## src/rtl/core/oewm_pkg.sv

```systemverilog
// Shared types and constants for the eight-op word machine executor.
`default_nettype none

package oewm_pkg;

  localparam int unsigned MEM_WORDS = 65536;
  localparam int unsigned MEM_AW    = $clog2(MEM_WORDS);
  localparam int unsigned REG_COUNT = 8;
  localparam int unsigned REG_AW    = $clog2(REG_COUNT);
  localparam int unsigned WORD_W    = 32;
  localparam int unsigned PC_W      = 16;
  localparam int unsigned OFF_W     = 16;
  localparam int unsigned OP_LSB    = 22;
  localparam int unsigned RA_LSB    = 19;
  localparam int unsigned RB_LSB    = 16;

  localparam logic ITEM_LOAD = 1'b0;
  localparam logic ITEM_STEP = 1'b1;

  typedef enum logic [2:0] {
    OP_ADD  = 3'd0,
    OP_NAND = 3'd1,
    OP_LW   = 3'd2,
    OP_SW   = 3'd3,
    OP_BEQ  = 3'd4,
    OP_RSVD = 3'd5,
    OP_HALT = 3'd6,
    OP_NOOP = 3'd7
  } opcode_t;

  typedef enum logic [2:0] {
    ST_IDLE,
    ST_DECODE,
    ST_EXEC,
    ST_MEMRD,
    ST_DONE
  } ctrl_state_t;

  typedef struct packed {
    logic               opcode;
    logic [15:0]        load_addr;
    logic signed [31:0] load_data;
  } in_req_t;

  typedef struct packed {
    logic [15:0]        next_pc;
    logic               halted;
    logic [2:0]         executed_op;
    logic               reg_written;
    logic [2:0]         reg_index;
    logic signed [31:0] reg_value;
    logic               mem_written;
    logic [15:0]        mem_addr;
    logic signed [31:0] mem_data;
    logic [31:0]        retired_count;
  } out_rsp_t;

  typedef struct packed {
    logic load;
    logic fetch;
    logic decode;
    logic exec;
    logic writeback;
    logic pass;
    logic out_load;
  } dp_cmd_t;

  typedef struct packed {
    opcode_t            op;
    logic               halted;
    logic [MEM_AW-1:0]  pc;
    logic [WORD_W-1:0]  retired;
  } dp_sts_t;

endpackage

`default_nettype wire

```

## src/rtl/core/oewm_ctrl.sv

```systemverilog
// Controller state machine that sequences fetch, decode, execute and delivery.
`default_nettype none

module oewm_ctrl (
  input  logic              clk,
  input  logic              rst_n,
  input  logic              in_valid,
  input  logic              in_kind,
  output logic              in_stall,
  input  logic              out_stall,
  output logic              out_valid,
  input  oewm_pkg::dp_sts_t sts,
  output oewm_pkg::dp_cmd_t cmd
);
  import oewm_pkg::*;

  ctrl_state_t state_r, state_nxt;
  logic        out_valid_r, out_valid_nxt;

  always_ff @(posedge clk) begin
    if (!rst_n) begin
      state_r     <= ST_IDLE;
      out_valid_r <= 1'b0;
    end else begin
      state_r     <= state_nxt;
      out_valid_r <= out_valid_nxt;
    end
  end

  always_comb begin
    state_nxt = state_r;
    cmd       = '0;
    in_stall  = (state_r != ST_IDLE);
    case (state_r)
      ST_IDLE: begin
        if (in_valid) begin
          if (in_kind == ITEM_LOAD) begin
            cmd.load  = 1'b1;
            state_nxt = ST_DONE;
          end else if (sts.halted) begin
            cmd.pass  = 1'b1;
            state_nxt = ST_DONE;
          end else begin
            cmd.fetch = 1'b1;
            state_nxt = ST_DECODE;
          end
        end
      end
      ST_DECODE: begin
        cmd.decode = 1'b1;
        state_nxt  = ST_EXEC;
      end
      ST_EXEC: begin
        cmd.exec  = 1'b1;
        state_nxt = (sts.op == OP_LW) ? ST_MEMRD : ST_DONE;
      end
      ST_MEMRD: begin
        cmd.writeback = 1'b1;
        state_nxt     = ST_DONE;
      end
      ST_DONE: begin
        // The result waits here until the output register is free or drains now.
        if (!out_valid_r || !out_stall) begin
          cmd.out_load = 1'b1;
          state_nxt    = ST_IDLE;
        end
      end
      default: begin
        state_nxt = ST_IDLE;
      end
    endcase
  end

  always_comb begin
    out_valid_nxt = out_valid_r;
    if (cmd.out_load) begin
      out_valid_nxt = 1'b1;
    end else if (out_valid_r && !out_stall) begin
      out_valid_nxt = 1'b0;
    end
  end

  assign out_valid = out_valid_r;

endmodule

`default_nettype wire

```

## config.mk

```make
export PLATFORM = sky130hd
export DESIGN_NAME = oewm_ctrl
export DESIGN_NICKNAME = d
export VERILOG_FILES = /design/src/rtl/core/oewm_pkg.sv /design/src/rtl/core/oewm_ctrl.sv
export SDC_FILE = /design/constraint.sdc
export NUM_CORES = 1
export LEC_CHECK = 0
export ABC_AREA = 0
export BUFFER_PORTS_ARGS = -buffer_cell sky130_fd_sc_hd__buf_4
export CELL_PAD_IN_SITES_DETAIL_PLACEMENT = 0
export CELL_PAD_IN_SITES_GLOBAL_PLACEMENT = 1
export CORE_UTILIZATION = 10
export CTS_CLUSTER_SIZE = 24
export DETAILED_ROUTE_END_ITERATION = 10
export PLACE_DENSITY_LB_ADDON = 0.15
export REMOVE_ABC_BUFFERS = 1
export SYNTH_ARGS = -nofsm -noshare
export SYNTH_HDL_FRONTEND = slang
export SYNTH_SLANG_ARGS = --single-unit
```

## constraint.sdc

```tcl
create_clock -name clk -period 1.74 [get_ports clk]
set_clock_uncertainty 0.05 [all_clocks]
set_input_delay 0 -clock clk [delete_from_list [all_inputs] [get_ports clk]]
set_output_delay 0 -clock clk [all_outputs]
set_load 0.01 [all_outputs]
```

Word-level counts from Yosys, hierarchy flattened
Index checks and enable logic that the tools add are counted.

storage, ports and cells
  latch bits = 0
  ROM bits = 0
  memories = 0
  memory bits (writable) = 0
  output and inout port bits = 9
  word-level logic and storage cells = 39
  bits of input ports = 57
  flip-flop bits (word level) = 4

operators by class
  $mul = 0
  equal/unequal tests = 7
  mux-type cells = 22
  shift-type cells = 0
  magnitude comparators = 0
  reductions and logical operators = 8
  div/mod/pow operators = 0
  bitwise gates (word level) = 0
  $add $sub $neg = 0

operators by type and width
  kind                                            number
  2-to-1 mux 3 bit                                5
  case mux 3 bit (5 select lines)                 1
  2-to-1 mux 1 bit                                14
  == test 3 x 2 -> 1 bit (second input constant)  3
  2-to-1 mux 2 bit                                2
  inequality test 2 bit (second input constant)   2
  == test 3 x 1 -> 1 bit (second input constant)  1
  == test 3 bit (second input constant)           1
  logical NOT 3 bit                               1
  nonzero test 3 bit                              1
  logical NOT 1 bit                               2
  AND reduction 2 bit                             1
  nonzero test 2 bit                              1
  logical AND 1 bit                               1
  logical OR 1 bit                                1

Logic depth before layout (Yosys ltp)
  depth in word-level cells = 5
  gate-level depth with buffers = 4
  depth with buffers taken out = 3

Least setup slack after synthesis
No wires, ideal clock.

  kind = flip-flop to flip-flop
  start = reg state_r[0]
  end = reg state_r[2]
  buffers on the path = 0
  setup time = 121 ps
  setup slack = 687 ps
  required time = 1569 ps
  cell stages (with the launch flop) = 4
  arrival = 882 ps
  clock period less this slack = 1053 ps
  cell sequence = dfxtp_1 -> nor4b_2 -> a2bb2oi_1 -> o22ai_1

on the way
  cells in the longest elaborated chain, start to end = 3
  elaborated cells between the ends (all ways) = 9
  those cells by class = eq/ne: 6; mux: 1; reduce/logical: 2

ends and longest elaborated chain
  what                                                line             text
  from (decl)                                         oewm_ctrl.sv:17  ctrl_state_t state_r, state_nxt;
  from (signal assigned)                              oewm_ctrl.sv:25  state_r <= state_nxt;
  == test 3 bit or logical NOT 3 bit (tied branches)  oewm_ctrl.sv:34  case (state_r)
  inequality test 2 bit (no line)                     n/a
  AND reduction 2 bit (no line)                       n/a

Parallel ways exist; a longest one is shown, timed or not.
A chain may end at the register's enable or synchronous reset.

Worst setup path after layout
  start = reg state_r[0]
  end = reg out_valid_r (netlist: out_valid)

on the way
  cells in the longest elaborated chain, start to end = 3
  elaborated cells between the ends (all ways) = 4
  those cells by class = eq/ne: 1; mux: 2; reduce/logical: 1

ends and longest elaborated chain
  what                                                    line             text
  == test 3 bit *                                         oewm_ctrl.sv:34
  2-to-1 mux 1 bit *                                      oewm_ctrl.sv:34
  2-to-1 mux 1 bit or nonzero test 2 bit (tied branches)  n/a
  to (signal assigned)                                    oewm_ctrl.sv:26  out_valid_r <= out_valid_nxt;
  to (decl)                                               oewm_ctrl.sv:18  logic out_valid_r, out_valid_nxt;

Every way passes the cells marked *; elsewhere a longest branch is shown, timed or not.

==> results.md <==
* Run status: finished, final reports clean
* Register area share after synthesis at 33.0%
* Final setup fails at 0
* Routability cong. at between 0.6 and 0.7
* Reg power frac at between 30 and 40%
* DR iter-0 viols at 4
* Ant. Diodes at 0
* Clk Latency, worst-skew pair at around 0.23 ns
* WP data required at 1.80 ns
* Yosys cell types at 16
* Top achievable clock speed at 0.701 GHz
* Type of the most critical hold path: in2reg
* Die Area at 2630 sq um
* Die height at 51.3 microns
* Max Used Layer: met3
* Post-Syn Instances at 32
* Vias/cell at roughly 3.6
* Clk slew on worst S/H paths at approximately 0.040 ns
* Critical path endpoint category: flip-flop
* Fin crit share at between 80 and 90%
* DR WL met3 at 71 microns
* WS Path Type: reg2reg
* Number of synthesized register bits at 4
* CTS Root Cell: clkbuf_4
* Cell total after placement at 76
* Reported net switching power at 0.0681 mW
* Setup bufs post-CTS at 0
* Sink Count at 4
* Layout Cells excl Fill at a little over 80
* M1 wire length at between 300 and 400 microns
* Cts hold-fix bufs at 2
* # nets final at 112
* Tot GR Track Use at 6.29%
* Leak Pwr at 0.197 nW
* WL/cell at between 8 and 9 microns
* Area Overhead vs Synth at 81.4%
* Critical path launch point type: flip-flop
* Initial Utilization at 10.8%
* RSZ-0062 raised after global routing: false
* Crit. Startpoint: state_r[0]
* Share of cells above drive strength 1 at between 40 and 50%
* Routed vias at 291
* Worst R2R Start: state_r[0]
* Ports at 66
* Die width at 51.3 microns
* Least-Margin Pin Slew at 0.290 ns
* Drt first pass iters at 4
* Max clock buf depth at 2
* First-pass GRT wire length at 1150 microns
* Post-DP HPWL at between 500 and 600 microns
* H-tree depth at 1
* Internal Pwr Total at 0.211 mW
* Synth Warn # at 0
* Combinational power share at 22.7%
* CP arrival at roughly 1.5 ns
* CP max FO at 7
* GRT overflow at 0
* Post-route cell area at between 400 and 500 sq um
* Placed inst area at ~400 sq um
* Pins Over Slew Limit at 0
* Hold_sp: sts[49]
* Max-Cap Viols at 0
* Clock Power Share at between 40% and 50%
* Rel. slew slack at 80.6%
* Antenna Nets Post-Route at 0
* Sum Neg Setup Slack at 0 ns
* CTS tree: yes
* Cell Area, Synth at 243 sq um
* CTS Buf Count at 3
* Number of global-route vias before repair at 271
* Min cycle time layout at 1.43 ns
* Initial antenna violation count at 0
* Largest net degree at the start of global routing at 8
* CTS resizes at 0
* Hold Fails Final Rpt at 0
* PwrDens at 634 nW/um^2
* CORE AREA at 2250 sq um
* Met2 routed WL at 287 microns
* Sw Share at 24.4%
* Mapped Avg Cell Area at 7.59 sq um
* Max VDD drop at 281 uV
* DRT Wirelength at 721 microns
* Port buffer count at 17
* Std cell rows at 17
* DR DRC count at 0
synthesized netlist by cell type:
cell type / count / area (sq um)
nor2_1: 5 / 18.8
buf_4: 1 / 7.51
nand3_1: 1 / 5.00
inv_1: 1 / 3.75
nor3b_2: 1 / 12.5
a21oi_1: 3 / 15.0
dfxtp_1: 4 / 80.1
nor4b_2: 1 / 15.0
nand2_1: 5 / 18.8
a2bb2oi_1: 1 / 8.76
nand2b_1: 4 / 25.0
a21boi_1: 1 / 7.51
nor3_1: 1 / 5.00
nor3b_1: 1 / 7.51
or3_1: 1 / 6.26
o22ai_1: 1 / 6.26
sequential cells by signal, indices dropped and copies added, names as in the netlist:
name and count:
out_valid 1, state_r 3
cell families (layout without fill, tap and decap cells):
logic type / after synthesis / in the layout / share of synthesized area (%)
buffers and inverters: 2 / 23 / 4.64
DFF: 4 / 4 / 33.0
and+or+nand+nor: 20 / 20 / 46.9
AOI/OAI and AO/OA: 6 / 6 / 15.5
critical path, stage by stage (launching register included):
cell and delay [ns]:
dfxtp_1 0.45, nor2_1 0.07, nand2_1 0.12, a21boi_1 0.07, dlygate4sd3_1 0.54
placed cells by master, fill, tap and decap left out, drive strengths merged:
cell,Yosys,routed
inv,1,1
nor3,1,1
o22ai,1,1
nor4b,1,1
nand3,1,1
or3,1,1
dfxtp,4,4
nor2,5,5
clkbuf,0,3
nand2b,4,4
buf,1,17
a21oi,3,3
a21boi,1,1
nand2,5,5
dlygate4sd3,0,2
nor3b,2,2
a2bb2oi,1,1
metrics by stage:
| stage | total power [mW] | hold WS, ns | utilization (%) | setup slack (ns) |
|---|---|---|---|---|
| 2_1_floorplan | 0.129 | -0.00247 | - | 0.687 |
| 3_3_place_gp | 0.165 | 0.211 | 17.6 | 0.516 |
| 3_5_place_dp | 0.165 | 0.207 | 17.6 | 0.507 |
| 4_1_cts | 0.287 | 0.0277 | 19.5 | 0.295 |
| 5_1_grt | 0.306 | 0.0299 | 19.5 | 0.229 |
| 6_report | 0.279 | 0.0277 | 19.5 | 0.314 |
power groups by stage:
stage,Combinational [mW],Clock [mW],Sequential [mW]
6_report,0.0633,0.114,0.102
5_1_grt,0.0702,0.133,0.103
4_1_cts,0.0646,0.120,0.103
3_5_place_dp,0.0609,0,0.104
3_3_place_gp,0.0613,0,0.104
2_1_floorplan,0.0262,0,0.103
final timing paths:
check             cells after the start         end  slack [ns]
setup reg to reg                      4   out_valid        0.31
setup / recovery                      4   out_valid        0.31
hold / removal                        4  state_r[0]        0.03
hold reg to reg                       2  state_r[2]        0.47
per-layer routing:
layer	GRT usage, %	vias up
li1	-	154
met1	7.07	123
met2	8.99	14
met3	5.36	0
met4	1.35	0
met5	0	-
area by class of cell:
type / instances / area [sq um]
Fill cell: 273 / 1810
Multi-Input combinational cell: 26 / 151
Timing Repair Buffer: 19 / 148
Sequential cell: 4 / 80.1
Tap cell: 28 / 35.0
Clock buffer: 3 / 22.5
Inverter: 1 / 3.75
Note: power is estimated with default switching activity, not from simulation.
